## src/rtl/msm_pkg.sv

```systemverilog
package msm_pkg;

	localparam int MAX_NODES_D = 256;
	localparam int ALPHABET_D  = 26;
	localparam int MAX_WORDS_D = 16;

	typedef enum logic [1:0] {
		FUNC_PATTERN = 2'd0,
		FUNC_BUILD   = 2'd1,
		FUNC_TEXT    = 2'd2,
		FUNC_NONE    = 2'd3
	} func_t;

	typedef enum logic [1:0] {
		ST_OK          = 2'd0,
		ST_NODES_FULL  = 2'd1,
		ST_WORDS_FULL  = 2'd2,
		ST_AFTER_BUILD = 2'd3
	} status_t;

	typedef struct packed {
		func_t      func;
		logic [4:0] symbol;
		logic       end_of_word;
		logic       start_of_text;
	} in_item_t;

	typedef struct packed {
		status_t     status;
		logic        match_found;
		logic [3:0]  word_id;
		logic [31:0] start_pos;
		logic        last;
	} out_item_t;

	typedef enum logic [4:0] {
		CMD_NONE,
		CMD_CLEAR,
		CMD_LOAD,
		CMD_PAT_CHK,
		CMD_PAT_WR,
		CMD_PAT_OWN,
		CMD_DONE,
		CMD_B_RD,
		CMD_B_CH,
		CMD_B_F1,
		CMD_B_F2,
		CMD_B_NEXT,
		CMD_B_POP,
		CMD_T_RD,
		CMD_T_CK,
		CMD_T_FL,
		CMD_T_NRD,
		CMD_T_SCAN,
		CMD_T_LEN,
		CMD_T_NXT,
		CMD_T_END
	} cmd_t;

	typedef struct packed {
		logic clr_last;
		logic stop_pat;
		logic pat_nofit;
		logic rd_zero;
		logic cur_b_zero;
		logic c_last;
		logic f_zero;
		logic q_empty;
		logic cur_zero;
		logic n_zero;
		logic own_bit;
		logic w_last;
		logic pend_wait;
		logic out_free;
	} dp_stat_t;

endpackage

```

## src/rtl/msm_ctrl.sv

```systemverilog
module msm_ctrl import msm_pkg::*; (
	input  logic     clk,
	input  logic     arst_n,
	input  logic     item_valid,
	input  func_t    item_func,
	input  dp_stat_t stat,
	output logic     idle,
	output cmd_t     cmd
);

	typedef enum logic [19:0] {
		S_CLR     = 20'h00001,
		S_IDLE    = 20'h00002,
		S_PAT_CHK = 20'h00004,
		S_PAT_WR  = 20'h00008,
		S_PAT_OWN = 20'h00010,
		S_DONE    = 20'h00020,
		S_B_RD    = 20'h00040,
		S_B_CH    = 20'h00080,
		S_B_F1    = 20'h00100,
		S_B_F2    = 20'h00200,
		S_B_NEXT  = 20'h00400,
		S_B_POP   = 20'h00800,
		S_T_RD    = 20'h01000,
		S_T_CK    = 20'h02000,
		S_T_FL    = 20'h04000,
		S_T_NRD   = 20'h08000,
		S_T_SCAN  = 20'h10000,
		S_T_LEN   = 20'h20000,
		S_T_NXT   = 20'h40000,
		S_T_END   = 20'h80000
	} state_t;

	state_t state_q, state_d;

	assign idle = (state_q == S_IDLE);

	always_comb begin
		state_d = state_q;
		cmd = CMD_NONE;
		case (state_q)
			S_CLR: begin
				cmd = CMD_CLEAR;
				if (stat.clr_last) state_d = S_IDLE;
			end
			S_IDLE: begin
				if (item_valid) begin
					cmd = CMD_LOAD;
					case (item_func)
						FUNC_PATTERN: state_d = S_PAT_CHK;
						FUNC_BUILD:   state_d = S_B_RD;
						FUNC_TEXT:    state_d = S_T_RD;
						default:      state_d = S_DONE;
					endcase
				end
			end
			S_PAT_CHK: begin
				cmd = CMD_PAT_CHK;
				state_d = stat.stop_pat ? S_DONE : S_PAT_WR;
			end
			S_PAT_WR: begin
				cmd = CMD_PAT_WR;
				state_d = stat.pat_nofit ? S_DONE : S_PAT_OWN;
			end
			S_PAT_OWN: begin
				cmd = CMD_PAT_OWN;
				state_d = S_DONE;
			end
			S_DONE: begin
				cmd = CMD_DONE;
				if (stat.out_free) state_d = S_IDLE;
			end
			S_B_RD: begin
				cmd = CMD_B_RD;
				state_d = S_B_CH;
			end
			S_B_CH: begin
				cmd = CMD_B_CH;
				if (!stat.rd_zero && !stat.cur_b_zero) state_d = S_B_F1;
				else state_d = stat.c_last ? S_B_NEXT : S_B_RD;
			end
			S_B_F1: begin
				cmd = CMD_B_F1;
				state_d = S_B_F2;
			end
			S_B_F2: begin
				cmd = CMD_B_F2;
				if (stat.f_zero || !stat.rd_zero) state_d = stat.c_last ? S_B_NEXT : S_B_RD;
				else state_d = S_B_F1;
			end
			S_B_NEXT: begin
				cmd = CMD_B_NEXT;
				state_d = stat.q_empty ? S_DONE : S_B_POP;
			end
			S_B_POP: begin
				cmd = CMD_B_POP;
				state_d = S_B_RD;
			end
			S_T_RD: begin
				cmd = CMD_T_RD;
				state_d = S_T_CK;
			end
			S_T_CK: begin
				cmd = CMD_T_CK;
				state_d = (!stat.cur_zero && stat.rd_zero) ? S_T_FL : S_T_NRD;
			end
			S_T_FL: begin
				cmd = CMD_T_FL;
				state_d = S_T_RD;
			end
			S_T_NRD: begin
				cmd = CMD_T_NRD;
				state_d = stat.n_zero ? S_T_END : S_T_SCAN;
			end
			S_T_SCAN: begin
				cmd = CMD_T_SCAN;
				if (stat.own_bit) state_d = S_T_LEN;
				else if (stat.w_last) state_d = S_T_NXT;
			end
			S_T_LEN: begin
				cmd = CMD_T_LEN;
				if (!stat.pend_wait) state_d = stat.w_last ? S_T_NXT : S_T_SCAN;
			end
			S_T_NXT: begin
				cmd = CMD_T_NXT;
				state_d = S_T_NRD;
			end
			S_T_END: begin
				cmd = CMD_T_END;
				if (stat.out_free) state_d = S_IDLE;
			end
			default: begin
				state_d = S_IDLE;
			end
		endcase
	end

	always_ff @(posedge clk or negedge arst_n) begin
		if (!arst_n) state_q <= S_CLR;
		else state_q <= state_d;
	end

endmodule

```

## config.mk

```make
export PLATFORM = sky130hd
export DESIGN_NAME = msm_ctrl
export DESIGN_NICKNAME = d
export VERILOG_FILES = /design/src/rtl/msm_pkg.sv /design/src/rtl/msm_ctrl.sv
export SDC_FILE = /design/constraint.sdc
export NUM_CORES = 1
export LEC_CHECK = 0
export BUFFER_PORTS_ARGS = -buffer_cell sky130_fd_sc_hd__clkbuf_2
export CAP_MARGIN = 20
export CORE_UTILIZATION = 56
export DETAILED_ROUTE_END_ITERATION = 6
export PLACE_DENSITY_LB_ADDON = 0.25
export RECOVER_POWER = 100
export SYNTH_ARGS = -nofsm -noshare
export SYNTH_HDL_FRONTEND = slang
export SYNTH_SLANG_ARGS = --single-unit
```

## constraint.sdc

```tcl
create_clock -name clk -period 3.15 [get_ports clk]
set_input_delay 0.315 -clock clk [delete_from_list [all_inputs] [get_ports clk]]
set_output_delay 0.315 -clock clk [all_outputs]
set_load 0.02 [all_outputs]
```

# == Word-level counts from Yosys, hierarchy flattened ==
# Cells that the tools add are included.
# word_totals
in_bits,19
output_inout_bits,6
regBits,20
elab_cells,56
# classes
eq_ne,27
reduce_logical,9
muxes,19
# ops
op,count
20-bit case mux with 19 select lines,1
20-bit 2-to-1 mux,7
5-bit case mux with 20 select lines,1
13-bit case mux with 3 select lines,1
11-bit 2-to-1 mux,3
"20-bit by 1-bit equality test with 1-bit output, second input constant",1
"20-bit by 10-bit equality test with 1-bit output, second input constant",1
"20-bit by 11-bit equality test with 1-bit output, second input constant",1
"20-bit by 12-bit equality test with 1-bit output, second input constant",1
"20-bit by 13-bit equality test with 1-bit output, second input constant",1
"20-bit by 14-bit equality test with 1-bit output, second input constant",1
"20-bit by 15-bit equality test with 1-bit output, second input constant",1
"20-bit by 16-bit equality test with 1-bit output, second input constant",1
"20-bit by 17-bit equality test with 1-bit output, second input constant",1
"20-bit by 18-bit equality test with 1-bit output, second input constant",1
"20-bit by 19-bit equality test with 1-bit output, second input constant",1
"20-bit by 2-bit equality test with 1-bit output, second input constant",1
"20-bit equality test, second input constant",1
"20-bit by 3-bit equality test with 1-bit output, second input constant",1
"20-bit by 4-bit equality test with 1-bit output, second input constant",1
"20-bit by 5-bit equality test with 1-bit output, second input constant",1
"20-bit by 6-bit equality test with 1-bit output, second input constant",1
"20-bit by 7-bit equality test with 1-bit output, second input constant",1
"20-bit by 8-bit equality test with 1-bit output, second input constant",1
17 further kinds,23

# == Logic depth before layout (Yosys ltp) ==
# Gate-level depths: netlist of run 1.
# depth
word_depth,4
ltp_mapped,8

# == Worst setup path after synthesis of run 1 ==
# Ideal clock, no wire load.
# synth_path
path_kind,register to output
start,reg state_q[13]
end,out cmd[1]
path_stages_with_launch,7
arrival_time_ns,2.196
path_slack_ns,0.639
required_ns,2.835
n_path_buf,1
cell_sequence,dfrtp_1 -> or4_1 -> buf_2 -> or3_4 -> or4_1 -> and3_1 -> nand4b_1
# synth_via
elab_chain_len,2
elab_cells_between_ends,21
cone_classes,eq/ne: 20; mux: 1
# synth_rtl
item,line_no,source
"start, declared",msm_ctrl.sv:34,"state_t state_q, state_d;"
"start signal, assigned",msm_ctrl.sv:140,else state_q <= state_d;
"20-bit equality test, or another cell as far along",msm_ctrl.sv:41,case (state_q)
5-bit case mux with 20 select lines (*),msm_ctrl.sv:41,
"end, declared",msm_ctrl.sv:8,output cmd_t cmd
# Every way passes the cells marked *; elsewhere a longest branch is shown, timed or not.

# == Final worst setup path of run 1 ==
# Same ends and word-level chain as after synthesis.

==> results.cfg, run 1 <==
[global_routing]
grt_overflow_total = 0
grt_start_max_net_pins = 21
first_global_vias = 1386
initial_antenna_violation_count = 0
grt.total_usage_pct = 32.6
global_route_wire_length_before_repair_um = 6690

[power]
p_total_mw = 1.26
irDropWorstVdd_v = 0.000630
power.leakage_nw = 0.797
power_dens_cells_nw_per_um2 = 735

[routing]
via_count = 1542
wl_per_cell_um = 18.4
detailedRoute.firstIterationViolations = 83
drt_pre_antenna_iters = 4
ant_nets = 0
drcViolationCount = 0
viasPerCell = 6.82
drt-total-wl_um = 4160

[clock_tree]
ctsHtreeMaxLevel = 1
numClockSinks = 20
clock_insertion_delay_worst_skew_ns = 0.31
tritoncts = done
cts_buffers = 3
clockBufferDepth = 2
clkTransAtPathRegs_ns = 0.12
clock_tree.root_cell = clkbuf_4

[synthesis]
post_synth_num_cell_types = 51
post_synth_inst_count = 170
synthDominantCellAreaShare_pct = 31.5
synth-seq-cells = 20
synth.most_common_cell = dfrtp_1
yosys.area.top_type = dfrtp_1
synth_async_sr_flop_share_pct = 100
synth-edff-count = 0
ys.flop_type = dfrtp_1
ys.warnings.count = 0
syn_area_sq_um = 1510
post_synth.cell_area_avg_sq_um = 8.89
yosys-top-cells-area = dfrtp_1 31%, nor2_1 4.2%, nor4_1 4.1%
synth_top_cells_by_count = 19 x dfrtp_1, 17 x nor2_1, 10 x nor4_1
synth_seq_area_share_pct = 33.2
syn_nets = 189

[cells_and_area]
fin_nets = 216
registers.top_by_ff_count = state_q
area_growth_pct = 13.5
antenna-diode-count = 0
final_layout_size_suffix_gt1_share_pct = 22.4
flip_flop_count_of_the_largest_register_after_layout = 20
reg.largest.list = state_q (20)

[placed_design]
gp_congestion = 0.901
dp_hpwl_um = 3190
placement.io_buffers = 24

[sta]
final_setup_viols = 0
achievable_clock_frequency_mhz = 334
rsz0062_at_grt = no
skew_ns = 0.00299
timing_max_transition_violations_final = 0
timing.hold.ws_ns = 0.131
fin_hold_viols = 0
period_minus_slack_ns = 2.99
max_slew.worst_pin.slew_ns = 1.09
slew_headroom_pct = 27.0
totalNegativeSetupSlack_ns = 0
post-route-period-util_pct = 94.9

[floorplan]
die-area_sq_um = 2910
die-height_um = 54.0
die_span_in_x_um = 54.0
num_rows = 18
core_area_sq_um = 2520
floorplan.io_pins = 25
start_util_pct = 59.9

[worst_setup_path]
worstPathMaxFanout = 6
critPathRequiredTime_ns = 2.83
worst_ep_arrival_time_ns = 2.67
startpoint_type = flop
timing_worst_setup_path_type = flop to primary output
kind_of_capture_point_of_the_worst_setup_path = primary output

[status]
status = complete, no violations

[run]
timing.max_cap.violations = 0

[hold_path]
hp-class = input pin to flop
## cells by family after synthesis
kind of cell | count (synthesis) | synth area share [%]
and+or+nand+nor | 95 | 41.3
AOI/OAI and AO/OA | 30 | 15.8
DFF | 20 | 33.2
buffers and inverters | 17 | 4.55
xor gates and xnor gates | 6 | 3.48
muxes | 2 | 1.66
## worst max-delay path: stages (launching register included)
cell,delay [ns]
dfrtp_1,0.46
or4_4,0.63
or3_4,0.37
or4_1,0.44
and3_1,0.20
nand4b_1,0.09
clkbuf_2,0.18
## metal layers
layer  global-route usage [%]  part of all wire [%]  vias to the layer above
met5                        0                     0                        -
met4                     11.0                   1.8                        0
met3                     3.67                   6.5                       13
met2                     52.5                    47                       76
met1                     44.7                    44                      736
li1                         -                     -                      717
## layout by cell type (no fill, tap or decap), types with 3 or more instances in the layout
cell type  synthesis  routed
nor3_1             3       3
nor2_1            17      17
and4_1             3       3
o21ai_0            6       8
or3_1              3       3
xor2_1             6       6
buf_4              0       6
nor4b_1            3       3
nand4_1            4       4
nor4_1            10       8
nand2_1            8       9
dfrtp_1           19      19
and3_1             3       3
clkbuf_2           0      21
nand2b_1           4       4
nand4b_1           6       6
clkbuf_1           5       3
inv_1              8       8
or4_1              7       5
nand3_1            8       8
nor4_2             1       3
nor2b_1            3       3
or4_4              1       3
clkbuf_4           0       3
## metrics by stage
| step | instances | setup slack [ns] | instance area, sq um | utilization, % |
|---|---|---|---|---|
| 2_1_floorplan | 170 | 0.639 | 1510 | - |
| 3_3_place_gp | 219 | 0.448 | 1660 | 65.8 |
| 3_5_place_dp | 219 | 0.404 | 1660 | 65.8 |
| 4_1_cts | 224 | 0.0470 | 1710 | 67.7 |
| 5_1_grt | 226 | 0.0211 | 1720 | 68.0 |
| 6_report | 226 | 0.160 | 1720 | 68.0 |
## layout make-up
type,count,area [sq um]
Tap cell,30,37.5
Timing Repair Buffer,31,171
Sequential cell,20,502
Clock buffer,4,36.3
Multi-Input combinational cell,133,938
Inverter,8,30.0
Fill cell,222,807
## power breakdown
part	switching, mW	internal [mW]
clock network	0.0905	0.0707
registers	0.0612	0.287
logic	0.444	0.306
total	0.596	0.664
## timing repair
action,4_1_cts,5_1_grt
setup endpoints to repair,0,3
setup buffers,0,2
gates resized for setup,0,5
hold buffers,1,0
endpoints found under the hold margin,19,0
## worst paths after layout
check | from | end | slack (ns) | cells past startpoint
max in group asynchronous | arst_n | state_q[11] | 1.79 | 2
min in group asynchronous | arst_n | state_q[14] | 0.71 | 2
worst min register to register | state_q[0] | state_q[0] | 0.59 | 2
worst min-delay path | stat[13] | state_q[0] | 0.13 | 2
worst max register to register | state_q[9] | state_q[5] | 0.28 | 5
worst max-delay path | state_q[13] | cmd[1] | 0.16 | 6
Note: power is estimated with default switching activity, not from simulation.
==> run 2, diff against run 1 <==
==> constraint.sdc (replaced) <==
create_clock -name clk -period 3.15 [get_ports clk]
set_input_delay 0.4725 -clock clk [delete_from_list [all_inputs] [get_ports clk]]
set_output_delay 0.4725 -clock clk [all_outputs]
set_load 0.02 [all_outputs]
==> run 2 against run 1 <==
  * First-iteration DRC count rose by 13%
  * Clock power fell by 5%
  * Power rose by 7.8%
  * Global-route usage fell by 0.22 points
  * Combinational power rose by 15%
  * Routed wire length rose by 7.0%
  * Highest routed layer unchanged
  * Clock-buffer cell count did not move
  * Critical path depth did not move
  * Sequential share of layout area fell by 1.4 points
  * Die area did not move
  * Flip-flop and latch count did not move
==> results.cfg, run 2 (synthesized netlist as in run 1, its figures left out) <==
[hold_path]
hp-class = input pin to flop
timing.hold.worst_endpoint = state_q[0]
worst_hold_startpoint = stat[13]
hold_path_depth = 2

[status]
status = complete, no violations

[sta]
rsz0062_at_grt = yes
timing_max_transition_violations_final = 0
final_critical_path_setup_slack_ns = 0.0218
achievable_clock_frequency_mhz = 320
skew_ns = 0.0171
fin_hold_viols = 0
slew_headroom_pct = 26.6
final_setup_viols = 0
timing.hold.ws_ns = 0.306
post-route-period-util_pct = 99.3
max_slew.worst_pin.slew_ns = 1.10
period_minus_slack_ns = 3.13

[cells_and_area]
most_common_cell_after_layout_fill_and_taps_aside = clkbuf_2
reg.largest.list = state_q (20)
flip_flop_count_of_the_largest_register_after_layout = 20
registers.top_by_ff_count = state_q
most_frequent_cells_in_the_layout = 22 x clkbuf_2, 17 x nor2_1, 17 x dfrtp_1, 16 x buf_4, 9 x nor4_1
fin_nets = 225
final_layout_size_suffix_gt1_share_pct = 29.3
antenna-diode-count = 0
area_growth_pct = 19.9
design_area_sq_um = 1810

[power]
power.leakage_nw = 0.864
power_dens_cells_nw_per_um2 = 750
irDropWorstVdd_v = 0.000739
p_total_mw = 1.36

[global_routing]
grt_start_max_net_pins = 21
initial_antenna_violation_count = 0
grt.total_usage_pct = 32.3
first_global_vias = 1327
grt_overflow_total = 0
global_route_wire_length_before_repair_um = 6530

[floorplan]
die_span_in_x_um = 54.0
floorplan.io_pins = 25
die-height_um = 54.0
num_rows = 18
core_area_sq_um = 2520
start_util_pct = 59.9
die-area_sq_um = 2910

[clock_tree]
ctsHtreeMaxLevel = 1
clock_insertion_delay_worst_skew_ns = 0.31
cts_buffers = 3
clkTransAtPathRegs_ns = 0.13
tritoncts = done
numClockSinks = 20
clock_tree.root_cell = clkbuf_4
clockBufferDepth = 2

[routing]
drt-total-wl_um = 4460
drt_pre_antenna_iters = 5
via_count = 1573
detailedRoute.firstIterationViolations = 94
wl_per_cell_um = 19.0
ant_nets = 0
viasPerCell = 6.69
drcViolationCount = 0

[worst_setup_path]
worstPathMaxFanout = 4
rr_endpoint = state_q[5]
rr_worst_depth = 5
highest_cell_delay_on_the_worst_timing_path_ns = 0.57
timing_worst_setup_path_type = flop to primary output
crit_path_frequent_cell = or4_1
critPathTopFamily = simple AND/OR/NAND/NOR gates
cp.buffers_inverters = 1
critical_path.cell_chain = or4_1, or3_4, or4_1, and3_1, nand4b_1, buf_2
critPathRequiredTime_ns = 2.68
critical_path.reg2reg.startpoint = state_q[9]
timing.critical_path.slowest_stage_cell = or4_1
worst_ep_arrival_time_ns = 2.66
r2r_slack_ns = 0.41
kind_of_capture_point_of_the_worst_setup_path = primary output
startpoint_type = flop

[placed_design]
dp_hpwl_um = 3230
gp_congestion = 1.02
placement.setup.worst_slack_ns = 0.337
placement.cell_area_sq_um = 1680
placement.io_buffers = 24

[run]
timing.max_cap.violations = 0
==> run 2: worst register-to-register path, cell delays in order (launching register included) <==
cell,delay [ns]
dfrtp_1,0.47
or4_1,0.69
nor2_1,0.41
nand4_1,0.32
o211ai_4,0.39
mux2_4,0.33
==> run 2: final cells by class <==
| class | instances | area [sq um] |
|---|---|---|
| Clock buffer | 4 | 36.3 |
| Fill cell | 181 | 711 |
| Timing Repair Buffer | 40 | 239 |
| Tap cell | 30 | 37.5 |
| Inverter | 8 | 30.0 |
| Multi-Input combinational cell | 133 | 965 |
| Sequential cell | 20 | 504 |
==> run 2: power breakdown <==
part	total, mW	internal (mW)	switching (mW)
Clock	0.153	0.0704	0.0829
Sequential	0.341	0.288	0.0528
Combinational	0.864	0.367	0.497
==> run 2: routing by layer <==
layer	GRT usage, %	up-vias	part of all wire [%]
li1	-	736	-
met1	45.9	716	40
met2	48.6	105	46
met3	6.50	16	11
met4	10.5	0	2.5
met5	0	-	0
==> run 2: metrics by stage <==
| stage | util [%] | TNS [ns] | std cells |
|---|---|---|---|
| 3_3_place_gp | 66.7 | 0 | 222 |
| 5_1_grt | 71.8 | -0.168 | 235 |
| 4_1_cts | 69.0 | 0 | 228 |
| 6_report | 71.8 | 0 | 235 |
| 3_5_place_dp | 66.7 | 0 | 222 |
| 2_1_floorplan | - | 0 | 170 |
==> run 2: worst max-delay path by stage <==
| stage | slack (ns) | depth (start not counted) | end | startpoint |
|---|---|---|---|---|
| floorplan | 0.48 | 6 | cmd[1] | state_q[13] |
| global placement | 0.35 | 7 | cmd[1] | state_q[12] |
| detailed placement | 0.34 | 6 | cmd[2] | state_q[9] |
| CTS | 0.05 | 7 | cmd[2] | state_q[12] |
| global route | -0.08 | 8 | cmd[1] | state_q[13] |
| finish | 0.02 | 6 | cmd[1] | state_q[13] |
==> run 2: repair_timing <==
action	4_1_cts	5_1_grt
endpoints found under the setup margin	2	3
pin swaps	1	1
hold buffers	0	0
gates cloned	0	0
setup buffers	2	7
gates resized for setup	1	6
==> run 3, diff against run 2 <==
--- a/config.mk
+++ b/config.mk
@@ -9,6 +9,7 @@
 export CAP_MARGIN = 20
 export CORE_UTILIZATION = 56
 export DETAILED_ROUTE_END_ITERATION = 6
+export GPL_TIMING_DRIVEN = 0
 export PLACE_DENSITY_LB_ADDON = 0.25
 export RECOVER_POWER = 100
 export SYNTH_ARGS = -nofsm -noshare
==> run 3 against run 2 <==
  * Global-route usage shrank 1.7 points
  * Via count shrank 0.57%
  * Critical path depth grew 1
  * Die area is the same
  * Sequential share of layout area shrank 0.85 points
  * First-iteration DRC count shrank 41%
  * Non-clock buffer count grew 2
==> results.cfg, run 3 (synthesized netlist as in run 1, its figures left out) <==
[worst_setup_path]
timing_worst_setup_path_type = flop to primary output
critical_path.reg2reg.startpoint = state_q[8]
worstPathMaxFanout = 10
critPathRequiredTime_ns = 2.68
worst_ep_arrival_time_ns = 2.64
rr_endpoint = state_q[5]
rr_worst_depth = 6
r2r_slack_ns = 0.51
kind_of_capture_point_of_the_worst_setup_path = primary output
startpoint_type = flop

[global_routing]
grt_overflow_total = 0
first_global_vias = 1368
grt_start_max_net_pins = 21
global_route_wire_length_before_repair_um = 6130
initial_antenna_violation_count = 0
grt.total_usage_pct = 30.7

[clock_tree]
tritoncts = done
ctsHtreeMaxLevel = 1
cts_buffers = 3
cts_hold_repair.buffers = 0
clock_insertion_delay_worst_skew_ns = 0.31
clkTransAtPathRegs_ns = 0.12
numClockSinks = 20
clock_tree.root_cell = clkbuf_4
clockBufferDepth = 2

[power]
p_total_mw = 1.42
power.leakage_nw = 0.876
power_dens_cells_nw_per_um2 = 763
irDropWorstVdd_v = 0.000620

[routing]
drcViolationCount = 0
drt_pre_antenna_iters = 4
viasPerCell = 6.60
detailedRoute.firstIterationViolations = 55
wl_per_cell_um = 18.1
via_count = 1564
ant_nets = 0
drt-total-wl_um = 4290

[sta]
totalNegativeSetupSlack_ns = 0
final_setup_viols = 0
fin_hold_viols = 0
achievable_clock_frequency_mhz = 322
max_slew.worst_pin.slew_ns = 1.06
post-route-period-util_pct = 98.7
skew_ns = 0.0107
period_minus_slack_ns = 3.11
timing.hold.ws_ns = 0.286
rsz0062_at_grt = yes
timing_max_transition_violations_final = 0
slew_headroom_pct = 29.3

[floorplan]
die_span_in_x_um = 54.0
num_rows = 18
floorplan.io_pins = 25
core_area_sq_um = 2520
start_util_pct = 59.9
die-height_um = 54.0
die-area_sq_um = 2910

[cells_and_area]
area_growth_pct = 23.3
fin_nets = 227
layout.core_utilization_pct = 73.9
multi_input_comb_area_sq_um = 997
registers.top_by_ff_count = state_q
reg.largest.list = state_q (20)
most_common_cell_after_layout_fill_and_taps_aside = clkbuf_2
final_layout_size_suffix_gt1_share_pct = 31.4
antenna-diode-count = 0
flip_flop_count_of_the_largest_register_after_layout = 20
seqCellArea_sq_um = 503
fillers = 192
most_frequent_cells_in_the_layout = 21 x clkbuf_2, 18 x dfrtp_1, 17 x nor2_1, 15 x buf_4

[status]
status = complete, no violations

[placed_design]
placement.io_buffers = 24
dp_hpwl_um = 3080
gp_congestion = 0.908

[hold_path]
worst_hold_startpoint = stat[13]
timing.hold.worst_endpoint = state_q[0]
hold_path_depth = 2
hp-class = input pin to flop

[run]
timing.max_cap.violations = 0
run 3: worst max-delay path: stages (launching register included):
cell      delay, ns
dfrtp_1        0.51
or4_1          0.57
buf_4          0.19
nor4_4         0.30
and4b_1        0.30
nand4b_1       0.17
nand2b_1       0.14
buf_4          0.15
run 3: worst max path at each step:
stage / start / to / slack [ns] / depth (start not counted)
2_1_floorplan: state_q[13] / cmd[1] / 0.48 / 6
3_3_place_gp: state_q[8] / cmd[2] / 0.27 / 7
3_5_place_dp: state_q[8] / cmd[2] / 0.15 / 7
4_1_cts: state_q[13] / cmd[1] / 0.0006 / 7
5_1_grt: state_q[16] / cmd[2] / -0.05 / 7
6_report: state_q[16] / cmd[2] / 0.04 / 7
run 3: area by class of cell:
type                    count  area share (%)
clock buffers               4            1.95
multi-input cells         133            53.5
plain buffers               5            1.88
repair buffers             37            12.1
flip-flops and latches     20            27.0
inverters                   8            1.61
well taps                  30            2.01
run 3: metal layers:
| layer | track usage [%] | up-vias | wire, um |
|---|---|---|---|
| met5 | 0 | - | 0 |
| met4 | 12.3 | 0 | 98 |
| met3 | 4.52 | 11 | 274 |
| met2 | 50.8 | 73 | 2100 |
| met1 | 39.6 | 739 | 1810 |
| li1 | - | 741 | - |
run 3: through the flow:
| stage | std cells | area (sq um) | setup slack, ns |
|---|---|---|---|
| detailed placement | 224 | 1670 | 0.150 |
| finish | 237 | 1860 | 0.0421 |
| CTS | 235 | 1790 | 0.000567 |
| global route | 237 | 1860 | -0.0541 |
| floorplan | 170 | 1510 | 0.481 |
| global placement | 224 | 1670 | 0.265 |
run 3: timing repair:
| action | in CTS | in global routing |
|---|---|---|
| setup buffers | 8 | 5 |
| hold endpoints to repair | 0 | 0 |
| pin swaps | 3 | 3 |
| setup endpoints to repair | 4 | 4 |
| gates cloned | 0 | 0 |
| resized for setup | 5 | 17 |
run 3: where the power goes:
part           total [mW]  internal (mW)  switching, mW
clock               0.155         0.0706         0.0845
sequential          0.343          0.287         0.0553
combinational       0.926          0.419          0.506
